===== src/sv/vrp_pkg.sv =====
// Shared types and constants for the VP8 RTP packetizer.
// No dependencies; imported by every module of the block.
`default_nettype none

package vrp_pkg;

   localparam int MTU_W     = 16;
   localparam int PID_W     = 15;
   localparam int HDR_MAX   = 4;
   localparam int HDR_IDX_W = 2;
   localparam int HDR_CNT_W = 3;
   localparam int QDEPTH    = 4;
   localparam int QPTR_W    = 2;
   localparam int QCNT_W    = 3;

   // register indexes on the csr port
   localparam logic CSR_MTU    = 1'b0;
   localparam logic CSR_PID_EN = 1'b1;

   // request action codes
   localparam logic ACT_DATA    = 1'b0;
   localparam logic ACT_LOAD_ID = 1'b1;

   // payload descriptor bits
   localparam logic [7:0] HDR_S = 8'h10;
   localparam logic [7:0] HDR_X = 8'h80;
   localparam logic [7:0] HDR_I = 8'h80;
   localparam logic [7:0] HDR_M = 8'h80;

   localparam logic [MTU_W-1:0]     MTU_RESET       = 16'd1200;
   localparam logic [PID_W-1:0]     PID_SHORT_LIMIT = 15'd128;
   localparam logic [HDR_CNT_W-1:0] HSIZE_BASIC     = 3'd1;
   localparam logic [HDR_CNT_W-1:0] HSIZE_SHORT_ID  = 3'd3;
   localparam logic [HDR_CNT_W-1:0] HSIZE_LONG_ID   = 3'd4;

   typedef struct packed {
      logic             action;
      logic [7:0]       data_byte;
      logic             frame_last;
      logic [PID_W-1:0] new_picture_id;
   } req_type;

   typedef struct packed {
      logic [7:0]       out_byte;
      logic             is_header;
      logic             packet_end;
      logic             frame_end;
      logic [PID_W-1:0] current_picture_id;
   } rsp_type;

   // one classified byte: descriptor bytes to send first, then the data byte
   typedef struct packed {
      logic [HDR_CNT_W-1:0]        hdr_count;
      logic [HDR_MAX-1:0][7:0]     hdr_bytes;
      logic [7:0]                  data_byte;
      logic                        packet_end;
      logic                        frame_end;
      logic [PID_W-1:0]            frame_pid;
   } job_type;

endpackage

`default_nettype wire


===== src/sv/vp8_rtp_packetizer_core.sv =====
// VP8 RTP packetizer, top level: front end, job queue and byte emitter.
// Depends on vrp_pkg, vrp_front, vrp_queue and vrp_back.
//
// Takes one VP8 frame byte per request and emits RTP payload bytes, each
// packet opened by its payload descriptor (1, 3 or 4 bytes) and at most mtu
// bytes long. A request is taken every cycle while the four-entry job queue
// has room; the emitter sends one byte per cycle while rsp_ready does not
// stall it, the descriptor bytes of a packet-opening job before its data
// byte. Picture ID loads and bytes dropped for a too-small mtu produce no
// response. Registers (mtu, picture_id_enable) are written through the csr
// port, by the user only while the block is idle; the block itself does not
// enforce it. An mtu change applies at once, also to an open packet; a
// picture_id_enable change applies at the next packet opening.
`default_nettype none

module vp8_rtp_packetizer_core (
   input  wire logic                      clock,
   input  wire logic                      reset,
   input  wire logic                      csr_wr_en,
   input  wire logic                      csr_addr,
   input  wire logic [vrp_pkg::MTU_W-1:0] csr_wdata,
   input  wire logic                      req_valid,
   output logic                           req_ready,
   input  wire vrp_pkg::req_type          req_data,
   output logic                           rsp_valid,
   input  wire logic                      rsp_ready,
   output vrp_pkg::rsp_type               rsp_data
);
   import vrp_pkg::*;

   logic    q_full;
   logic    q_empty;
   logic    push;
   logic    pop;
   job_type push_job;
   job_type head_job;

   // front end: classify each request, pick the descriptor, track packet fill
   vrp_front u_front (
      .clock     (clock),
      .reset     (reset),
      .csr_wr_en (csr_wr_en),
      .csr_addr  (csr_addr),
      .csr_wdata (csr_wdata),
      .req_valid (req_valid),
      .req_ready (req_ready),
      .req       (req_data),
      .q_full    (q_full),
      .push      (push),
      .push_job  (push_job)
   );

   // decouples request intake from byte-by-byte header emission
   vrp_queue u_queue (
      .clock    (clock),
      .reset    (reset),
      .push     (push),
      .push_job (push_job),
      .pop      (pop),
      .head_job (head_job),
      .full     (q_full),
      .empty    (q_empty)
   );

   // emitter: descriptor bytes first, then the data byte, into the output reg
   vrp_back u_back (
      .clock     (clock),
      .reset     (reset),
      .q_empty   (q_empty),
      .head_job  (head_job),
      .pop       (pop),
      .rsp_valid (rsp_valid),
      .rsp_ready (rsp_ready),
      .rsp       (rsp_data)
   );

   // descriptor bytes never close a packet
   a_hdr_no_end: assert property (@(posedge clock) disable iff (reset)
      rsp_valid && rsp_data.is_header |-> !rsp_data.packet_end && !rsp_data.frame_end)
      else $error("descriptor byte flagged as packet end");

   // a frame end always closes its packet
   a_frame_closes_packet: assert property (@(posedge clock) disable iff (reset)
      rsp_valid && rsp_data.frame_end |-> rsp_data.packet_end)
      else $error("frame end without packet end");

   // a pushed job is never lost to a full queue
   a_no_overflow: assert property (@(posedge clock) disable iff (reset)
      push |-> !q_full)
      else $error("job pushed into full queue");

   // a full queue holds off requests
   a_full_stalls: assert property (@(posedge clock) disable iff (reset)
      q_full |-> !req_ready)
      else $error("request taken while queue full");

endmodule

`default_nettype wire


===== src/sv/vrp_front.sv =====
// Front end: csr registers, packet/frame state and descriptor selection.
// Depends on vrp_pkg; pushes classified jobs into vrp_queue.
`default_nettype none

module vrp_front (
   input  wire logic                    clock,
   input  wire logic                    reset,
   input  wire logic                    csr_wr_en,
   input  wire logic                    csr_addr,
   input  wire logic [vrp_pkg::MTU_W-1:0] csr_wdata,
   input  wire logic                    req_valid,
   output logic                         req_ready,
   input  wire vrp_pkg::req_type        req,
   input  wire logic                    q_full,
   output logic                         push,
   output vrp_pkg::job_type             push_job
);
   import vrp_pkg::*;

   logic [MTU_W-1:0]     mtu_ff, mtu_in;
   logic                 pid_en_ff, pid_en_in;
   logic [PID_W-1:0]     pid_ff, pid_in;
   logic [MTU_W-1:0]     fill_ff, fill_in;
   logic                 first_ff, first_in;

   logic                 take;
   logic                 ext;
   logic                 is_open;
   logic                 too_small;
   logic [HDR_CNT_W-1:0] hsize;
   logic [MTU_W-1:0]     fill_base;
   logic [MTU_W-1:0]     fill_sum;
   logic                 pend;

   assign req_ready = !q_full;
   assign take      = req_valid && req_ready;

   always_comb begin
      mtu_in    = mtu_ff;
      pid_en_in = pid_en_ff;
      if (csr_wr_en) begin
         unique case (csr_addr)
            CSR_MTU:    mtu_in    = csr_wdata;
            CSR_PID_EN: pid_en_in = csr_wdata[0];
            default:    mtu_in    = mtu_ff;
         endcase
      end
   end

   always_comb begin
      ext       = pid_en_ff && (pid_ff != '0);
      hsize     = !ext ? HSIZE_BASIC :
                  (pid_ff < PID_SHORT_LIMIT) ? HSIZE_SHORT_ID : HSIZE_LONG_ID;
      is_open   = (fill_ff == '0);
      too_small = (mtu_ff <= {{(MTU_W-HDR_CNT_W){1'b0}}, hsize});
      fill_base = is_open ? {{(MTU_W-HDR_CNT_W){1'b0}}, hsize} : fill_ff;
      // a stored fill is always below the mtu it was checked against, so this cannot wrap
      fill_sum  = fill_base + {{(MTU_W-1){1'b0}}, 1'b1};
      pend      = req.frame_last || (fill_sum >= mtu_ff);

      push_job.hdr_count    = is_open ? hsize : '0;
      push_job.hdr_bytes[0] = (first_ff ? HDR_S : 8'h00) | (ext ? HDR_X : 8'h00);
      push_job.hdr_bytes[1] = HDR_I;
      push_job.hdr_bytes[2] = (hsize == HSIZE_SHORT_ID) ? {1'b0, pid_ff[6:0]}
                                                        : (HDR_M | {1'b0, pid_ff[14:8]});
      push_job.hdr_bytes[3] = pid_ff[7:0];
      push_job.data_byte    = req.data_byte;
      push_job.packet_end   = pend;
      push_job.frame_end    = req.frame_last;
      push_job.frame_pid    = pid_ff;

      push     = 1'b0;
      pid_in   = pid_ff;
      fill_in  = fill_ff;
      first_in = first_ff;

      if (take) begin
         priority if (req.action == ACT_LOAD_ID) begin
            pid_in = req.new_picture_id;
         end else if (is_open && too_small) begin
            // byte dropped; a last byte still closes the frame
            if (req.frame_last) begin
               if (!first_ff) pid_in = pid_ff + 1'b1;
               first_in = 1'b1;
            end
         end else begin
            push    = 1'b1;
            fill_in = pend ? '0 : fill_sum;
            if (is_open) first_in = 1'b0;
            if (req.frame_last) begin
               pid_in   = pid_ff + 1'b1;
               first_in = 1'b1;
            end
         end
      end
   end

   always_ff @(posedge clock) begin
      if (reset) begin
         mtu_ff    <= MTU_RESET;
         pid_en_ff <= 1'b0;
         pid_ff    <= '0;
         fill_ff   <= '0;
         first_ff  <= 1'b1;
      end else begin
         mtu_ff    <= mtu_in;
         pid_en_ff <= pid_en_in;
         pid_ff    <= pid_in;
         fill_ff   <= fill_in;
         first_ff  <= first_in;
      end
   end

endmodule

`default_nettype wire


===== src/sv/vrp_queue.sv =====
// Short job queue between front end and byte emitter.
// Depends on vrp_pkg for the job type and depth.
`default_nettype none

module vrp_queue (
   input  wire logic             clock,
   input  wire logic             reset,
   input  wire logic             push,
   input  wire vrp_pkg::job_type push_job,
   input  wire logic             pop,
   output vrp_pkg::job_type      head_job,
   output logic                  full,
   output logic                  empty
);
   import vrp_pkg::*;

   job_type             mem_ff [QDEPTH];
   logic [QPTR_W-1:0]   wr_ptr_ff, wr_ptr_in;
   logic [QPTR_W-1:0]   rd_ptr_ff, rd_ptr_in;
   logic [QCNT_W-1:0]   count_ff, count_in;

   assign full     = (count_ff == QCNT_W'(QDEPTH));
   assign empty    = (count_ff == '0);
   assign head_job = mem_ff[rd_ptr_ff];

   always_comb begin
      wr_ptr_in = push ? wr_ptr_ff + 1'b1 : wr_ptr_ff;
      rd_ptr_in = pop  ? rd_ptr_ff + 1'b1 : rd_ptr_ff;
      count_in  = count_ff;
      unique case ({push, pop})
         2'b10:   count_in = count_ff + 1'b1;
         2'b01:   count_in = count_ff - 1'b1;
         default: count_in = count_ff;
      endcase
   end

   always_ff @(posedge clock) begin
      if (reset) begin
         wr_ptr_ff <= '0;
         rd_ptr_ff <= '0;
         count_ff  <= '0;
      end else begin
         wr_ptr_ff <= wr_ptr_in;
         rd_ptr_ff <= rd_ptr_in;
         count_ff  <= count_in;
      end
   end

   always_ff @(posedge clock) begin
      if (push) mem_ff[wr_ptr_ff] <= push_job;
   end

endmodule

`default_nettype wire


===== src/sv/vrp_back.sv =====
// Back end: walks each queued job out as descriptor bytes then the data byte.
// Depends on vrp_pkg; owns the registered response stage.
`default_nettype none

module vrp_back (
   input  wire logic             clock,
   input  wire logic             reset,
   input  wire logic             q_empty,
   input  wire vrp_pkg::job_type head_job,
   output logic                  pop,
   output logic                  rsp_valid,
   input  wire logic             rsp_ready,
   output vrp_pkg::rsp_type      rsp
);
   import vrp_pkg::*;

   rsp_type              rsp_ff, rsp_in;
   logic                 rsp_valid_ff, rsp_valid_in;
   logic [HDR_CNT_W-1:0] idx_ff, idx_in;
   logic                 out_free;
   logic                 in_hdr;
   logic                 load;

   assign rsp_valid = rsp_valid_ff;
   assign rsp       = rsp_ff;

   always_comb begin
      out_free = !rsp_valid_ff || rsp_ready;
      in_hdr   = (idx_ff < head_job.hdr_count);
      load     = out_free && !q_empty;
      pop      = load && !in_hdr;

      rsp_valid_in = out_free ? !q_empty : rsp_valid_ff;
      rsp_in       = rsp_ff;
      idx_in       = idx_ff;
      if (load) begin
         rsp_in.current_picture_id = head_job.frame_pid;
         if (in_hdr) begin
            rsp_in.out_byte   = head_job.hdr_bytes[idx_ff[HDR_IDX_W-1:0]];
            rsp_in.is_header  = 1'b1;
            rsp_in.packet_end = 1'b0;
            rsp_in.frame_end  = 1'b0;
            idx_in            = idx_ff + 1'b1;
         end else begin
            rsp_in.out_byte   = head_job.data_byte;
            rsp_in.is_header  = 1'b0;
            rsp_in.packet_end = head_job.packet_end;
            rsp_in.frame_end  = head_job.frame_end;
            idx_in            = '0;
         end
      end
   end

   always_ff @(posedge clock) begin
      if (reset) begin
         rsp_valid_ff <= 1'b0;
         idx_ff       <= '0;
      end else begin
         rsp_valid_ff <= rsp_valid_in;
         idx_ff       <= idx_in;
      end
   end

   always_ff @(posedge clock) begin
      rsp_ff <= rsp_in;
   end

endmodule

`default_nettype wire


===== config.mk =====
export PLATFORM = sky130hd
export DESIGN_NAME = vp8_rtp_packetizer_core
export DESIGN_NICKNAME = d
export VERILOG_FILES = /design/src/sv/vrp_pkg.sv /design/src/sv/vp8_rtp_packetizer_core.sv /design/src/sv/vrp_front.sv /design/src/sv/vrp_queue.sv /design/src/sv/vrp_back.sv
export SDC_FILE = /design/constraint.sdc
export NUM_CORES = 1
export LEC_CHECK = 0
export BUFFER_PORTS_ARGS = -buffer_cell sky130_fd_sc_hd__buf_4
export CAP_MARGIN = 20
export CORE_MARGIN = 3
export CORE_UTILIZATION = 57
export DETAILED_ROUTE_END_ITERATION = 10
export PLACE_DENSITY = 0.78
export RECOVER_POWER = 25
export REMOVE_ABC_BUFFERS = 1
export SLEW_MARGIN = 40
export SYNTH_ARGS = -nofsm -noshare
export SYNTH_HDL_FRONTEND = slang
export SYNTH_SLANG_ARGS = --single-unit

===== constraint.sdc =====
create_clock -name clock -period 11.69 [get_ports clock]
set_input_delay 1.7535 -clock clock [delete_from_list [all_inputs] [get_ports clock]]
set_output_delay 1.7535 -clock clock [all_outputs]
set_load 0.05 [all_outputs]

==> results of run 1 <==
==> flip-flops by register name, indices dropped and copies added (netlist names), named ones only <==
register,cells
u_front.first_ff,1
u_queue.wr_ptr_ff,2
u_front.mtu_ff,16
u_back.rsp,26
u_queue.mem_ff,152
u_front.pid_ff,15
u_queue.rd_ptr_ff,2
u_front.pid_en_ff,1
u_queue.count_ff,3
u_front.fill_ff,16
u_back.idx_ff,3
u_back.rsp_valid,1
==> cells by family (layout without fill, tap and decap cells) <==
kind of cell               count (synthesis)  in the layout  synth area share, %
xor gates and xnor gates                  17             17                 1.41
adders and majority gates                 31             31                 3.76
DFF                                      240            240                 62.6
muxes                                     48             48                 9.17
buffers and inverters                     79            162                 2.96
and+or+nand+nor                          240            240                 11.5
AOI/OAI and AO/OA                        138            138                 8.67
==> cell usage in the layout (no fill, tap or decap), drive strengths merged, types with 9 or more instances in the layout <==
cell type and count:
a21oi 44, a31oi 13, and2 9, buf 73, clkbuf 46, dfxtp 62
edfxtp 178, ha 30, inv 37, mux4 38, nand2 95, nand2b 10
nand3 28, nand4 9, nor2 37, nor3 9, nor4 12, o211ai 11
o21ai 19, xnor2 11
==> power by group <==
part	switching, mW	internal [mW]	total [mW]
Combinational	0.126	0.0673	0.193
Sequential	0.0241	0.952	0.976
Clock	0.309	0.483	0.792
Total	0.459	1.50	1.96
==> metal layers <==
metal / share of wire (%) / track usage [%] / up-vias
li1: - / - / 3136
met1: 40 / 30.6 / 3459
met2: 50 / 38.9 / 306
met3: 7.4 / 3.77 / 46
met4: 2.3 / 6.92 / 0
met5: 0 / 0 / -
==> worst max-delay path: cells and delay by family, from the launching register on <==
family / cells / cell delay (ns)
simple gates: 9 / 2.51
compound gates: 5 / 1.02
fa+ha+maj: 2 / 0.50
flops: 1 / 0.41
xor+xnor: 1 / 0.18
buf+inv: 1 / 0.30
==> cell type report <==
cell class | count | area, um2 | area share (%)
inverter | 36 | 135 | 1.12
clock buffer | 37 | 743 | 6.16
tap | 229 | 287 | 2.38
clock inverter | 7 | 88.8 | 0.736
timing repair buffer | 82 | 582 | 4.82
sequential | 240 | 6590 | 54.6
multi-input combinational | 474 | 3640 | 30.2
==> per-stage QoR <==
stage                     area (um2)  std cells  hold slack, ns
final                          12100       1105           0.477
after global routing           12100       1105           0.506
after CTS                      12100       1105           0.481
after detailed placement       11300       1061           0.471
after global placement         11300       1061           0.458
after floorplan                10300        750           0.438
==> path summary, 6_finish.rpt <==
| kind | start | endpoint | slack [ns] |
|---|---|---|---|
| max | u_front.pid_ff[11]$_SDFFE_PP0P_ | u_front.fill_ff[8]$_SDFFE_PP0P_ | 6.68 |
| max reg2reg | u_front.pid_ff[11]$_SDFFE_PP0P_ | u_front.fill_ff[8]$_SDFFE_PP0P_ | 6.68 |
| min reg2reg | u_back.rsp_valid$_SDFFE_PP0P_ | u_back.rsp_valid$_SDFFE_PP0P_ | 0.48 |
| min | u_back.rsp_valid$_SDFFE_PP0P_ | u_back.rsp_valid$_SDFFE_PP0P_ | 0.48 |
==> reports/metrics.cfg, run 1 <==
[global_routing]
antenna_found_initial = 0
grt_overflow = 0
grt_first_pass_wirelength_mm = 36.4
grt_pass1_vias = 6987
grt_use_total_pct = 22.9
grt_max_degree = 61

[cts]
ctsResizeCount = 0
cts_hold_buffers = 0
cts_tree = yes
clock_sink_count = 240
postCtsSetupBuffers = 0
cts-root-buf = clkbuf_16
cts_made_buffers = 24
htreeDepth = 1
worstSkewPairLatency_ns = 0.51
clkSlewWorstSetupHoldPaths_ns = 0.06
clockBufferDepth = 3

[die]
fp.dieH_um = 142
die-area_um2 = 20100
io_pins = 75
fp.coreArea_um2 = 18000
initial_utilization_pct = 58.4
die_w_um = 142
num_rows = 49

[drt]
drtIter0Drc = 820
num_vias = 6947
drt_pass1_iterations = 5
ant_nets = 0
avgRoutedWirePerCell_um = 20.5
viasPerCell = 6.29
drt-total-wl_mm = 22.7
drc = 0

[pwr]
ir_drop_uv = 137
power_density_nw_per_um2 = 163
leakagePower_nw = 4.23
design_power_total_mw = 1.96

[synth]
ys_ff_latch = 240
synth_area_leaders = edfxtp_1 (51%), dfxtp_1 (12%), mux4_2 (8.1%), ha_1 (3.6%), nand2_1 (3.4%)
netlist.area_leader.share_pct = 50.8
syn_area_um2 = 10500
yosysWarnings = 0
synth-edff-count = 178
synthDistinctLibCells = 63
ys_async_sr_fraction_pct = 0
syn-instance-count = 793
avgSynthCellArea_um2 = 13.3
synth_most_common_cell = edfxtp_1
ys.flop_type = edfxtp_1
synthTopCellsByCount = edfxtp_1 (178), nand2_1 (94), dfxtp_1 (62), a21oi_1 (44), mux4_2 (38)
synth_top_area_cell = edfxtp_1
ys_seq_area_share_pct = 62.6

[cells_and_area]
fillers = 1253
antenna_cells = 0
drive_gt1_share_pct = 19.5
fin_util_pct = 66.9
area_delta_synth_final_pct = 14.6
nets = 936

[sta]
slew_viol_final = 0
setup_tns_ns = 0
fmax_mhz = 200
post-route-period-util_pct = 42.9
hold_violations = 0
rsz0062_at_grt = false
slew_headroom_pct = 51.9
fin_skew_ns = 0.0105
setup_slack_ns = 6.68
setup_viol_count_final = 0
min_period_ns = 5.01
worstMarginPinSlew_ns = 0.713

[hold_path]
holdCritPathClass = reg2reg
holdPathStages = 2

[worst_setup_path]
crit_path_max_incr_delay_ns = 0.46
worst-path-max-fanout = 27
critPathKind = reg2reg
worstPathCellList = nor4_1 -> and2_1 -> nand3_1 -> nor2_1 -> or2_2 -> ha_1 -> nand2_1 -> o31ai_4 -> and3_1 -> xor2_1 -> ha_1 -> and4_1 -> a21oi_1 -> o211ai_1 -> a21oi_1 -> buf_4 -> or4b_1 -> a31oi_1
cp-start-kind = register
cp.required_ns = 12.12
ff2ff_path_depth = 18
cp-end-kind = register
worst_path_max_delay_cell = or4b_1
worst-endpoint-arrival_ns = 5.44

[placement]
place.gp.congestion = 0.877
io_buffers = 74
post-place-ws_ns = 6.79
dp_hpwl_mm = 14.5

[outcome]
status = completed

[run]
cap_violations = 0

Note: power is estimated with default switching activity, not from simulation.
==> run 2, diff against run 1 <==
--- a/config.mk
+++ b/config.mk
@@ -8,9 +8,9 @@
 export BUFFER_PORTS_ARGS = -buffer_cell sky130_fd_sc_hd__buf_4
 export CAP_MARGIN = 20
 export CORE_MARGIN = 3
-export CORE_UTILIZATION = 57
+export CORE_UTILIZATION = 54
 export DETAILED_ROUTE_END_ITERATION = 10
-export PLACE_DENSITY = 0.78
+export PLACE_DENSITY = 0.77
 export RECOVER_POWER = 25
 export REMOVE_ABC_BUFFERS = 1
 export SLEW_MARGIN = 40
==> constraint.sdc (replaced) <==
create_clock -name clock -period 4.4 [get_ports clock]
set_input_delay 0.66 -clock clock [delete_from_list [all_inputs] [get_ports clock]]
set_output_delay 0.66 -clock clock [all_outputs]
set_load 0.05 [all_outputs]
==> reports/metrics.cfg, run 2 (same netlist as run 1, synthesis figures left out) <==
[outcome]
status = completed

[placement]
place.gp.congestion = 0.865
dp.cells = 1118
io_buffers = 74
post-place-ws_ns = 0.116
dp_hpwl_mm = 14.9

[sta]
slew_viol_final = 0
setup_viol_count_final = 0
fmax_mhz = 242
post-route-period-util_pct = 94.1
fin_skew_ns = 0.0122
hold_violations = 0
worstMarginPinSlew_ns = 1.11
min_period_ns = 4.14
slew_headroom_pct = 25.7
setup_slack_ns = 0.261
rsz0062_at_grt = false

[worst_setup_path]
cp.required_ns = 4.84
worst-path-max-fanout = 7
cp-start-kind = register
worst-endpoint-arrival_ns = 4.58
critPathKind = reg2reg
cp-end-kind = register

[cells_and_area]
nets = 963
area_delta_synth_final_pct = 17.2
mostFrequentLayoutCells = edfxtp_1 (178), nand2_1 (94), buf_4 (86), dfxtp_1 (60), a21oi_1 (43)
stdcell_count = 1163
largest_register = u_queue.mem_ff
fin_util_pct = 65.1
layout_commonest_cell = edfxtp_1
drive_gt1_share_pct = 21.8
antenna_cells = 0
largest_register_ffs = 152

[cts]
cts_tree = yes
clock_sink_count = 240
clockBufferDepth = 3
clkSlewWorstSetupHoldPaths_ns = 0.06
htreeDepth = 1
cts_made_buffers = 24
cts-root-buf = clkbuf_16
worstSkewPairLatency_ns = 0.52

[die]
fp.dieH_um = 146
io_pins = 75
initial_utilization_pct = 55.5
fp.coreArea_um2 = 19000
die_w_um = 146
num_rows = 50
die-area_um2 = 21200

[drt]
avgRoutedWirePerCell_um = 19.6
drtIter0Drc = 535
drc = 0
viasPerCell = 5.98
drt-total-wl_mm = 22.8
num_vias = 6960
drt_pass1_iterations = 5
ant_nets = 0

[global_routing]
grt_first_pass_wirelength_mm = 36.7
grt_overflow = 0
grt_use_total_pct = 21.4
grt_pass1_vias = 6877
antenna_found_initial = 0
grt_max_degree = 61

[hold_path]
holdCritPathClass = in2reg

[pwr]
p_seq_share_pct = 49.6
power_density_nw_per_um2 = 422
power_frac_comb_pct = 10.4
leakagePower_nw = 4.35
ir_drop_uv = 256
power.internal_mw = 3.97
p_clk_share_pct = 40.1
power.switching_mw = 1.24
p_sw_share_pct = 23.7

[run]
cap_violations = 0

## run 2: cell types whose count changed in the layout (fill, tap and decap cells not counted), sizes merged
cell    before  now
bufinv       2    3
inv         37   36
buf         73   91
clkbuf      46   51
clkinv       3    7
## run 2: through the flow
step | area [um2] | TNS (ns) | hold WS [ns] | total power, mW
finish | 12300 | 0 | 0.373 | 5.21
global placement | 11500 | 0 | 0.458 | 3.15
CTS | 12400 | 0 | 0.326 | 5.25
floorplan | 10300 | -3.58 | 0.438 | 2.95
global route | 12300 | 0 | 0.372 | 5.39
detailed placement | 11500 | 0 | 0.470 | 3.17
## run 2: what timing repair did
action | CTS | global route
hold buffers | 0 | 0
gates resized for setup | 0 | 8
buffers inserted | 0 | 1
setup endpoints to repair | 0 | 20
## run 2: final cells by class
| class | instances | area (um2) |
|---|---|---|
| sequential | 240 | 6590 |
| multi-input combinational | 474 | 3660 |
| timing repair buffer | 109 | 805 |
| tap | 260 | 325 |
| clock inverter | 11 | 143 |
| inverter | 36 | 135 |
| clock buffer | 33 | 674 |
| fill | 1390 | 6620 |
## run 2: critical path, stage by stage (launching register included)
cell,delay (ns)
dfxtp_1,0.41
nor4_4,0.32
and2_4,0.20
nand3_1,0.10
nor2_1,0.15
or2_2,0.13
ha_1,0.21
nand2_1,0.11
o31ai_4,0.28
and3_4,0.23
xor2_1,0.17
ha_1,0.27
and4_1,0.23
a21oi_1,0.17
o211ai_1,0.15
a21oi_2,0.29
or4b_1,0.48
a31oi_1,0.17
## run 2: per-layer routing
layer | global-route usage, % | part of all wire (%)
met3 | 3.46 | 6.5
met1 | 29.4 | 42
met2 | 36.0 | 49
met4 | 6.13 | 2.6
met5 | 0 | 0
## run 2: power by group through the flow
stage / clock network [mW] / logic, mW / registers, mW
2_1_floorplan: 0 / 0.218 / 2.73
3_3_place_gp: 0 / 0.531 / 2.62
3_5_place_dp: 0 / 0.541 / 2.63
4_1_cts: 2.12 / 0.545 / 2.58
5_1_grt: 2.22 / 0.583 / 2.59
6_report: 2.09 / 0.540 / 2.58
## run 2: final timing paths
path                                                          to                      startpoint  slack, ns  depth (start not counted)
worst max-delay path            u_front.fill_ff[13]$_SDFFE_PP0P_  u_front.pid_ff[7]$_SDFFE_PP0P_       0.26                         17
worst min-delay path              u_front.mtu_ff[5]$_SDFFE_PP1P_                    csr_wdata[5]       0.37                          3
worst max register to register  u_front.fill_ff[13]$_SDFFE_PP0P_  u_front.pid_ff[7]$_SDFFE_PP0P_       0.26                         17
worst min register to register     u_back.rsp_valid$_SDFFE_PP0P_   u_back.rsp_valid$_SDFFE_PP0P_       0.47                          2
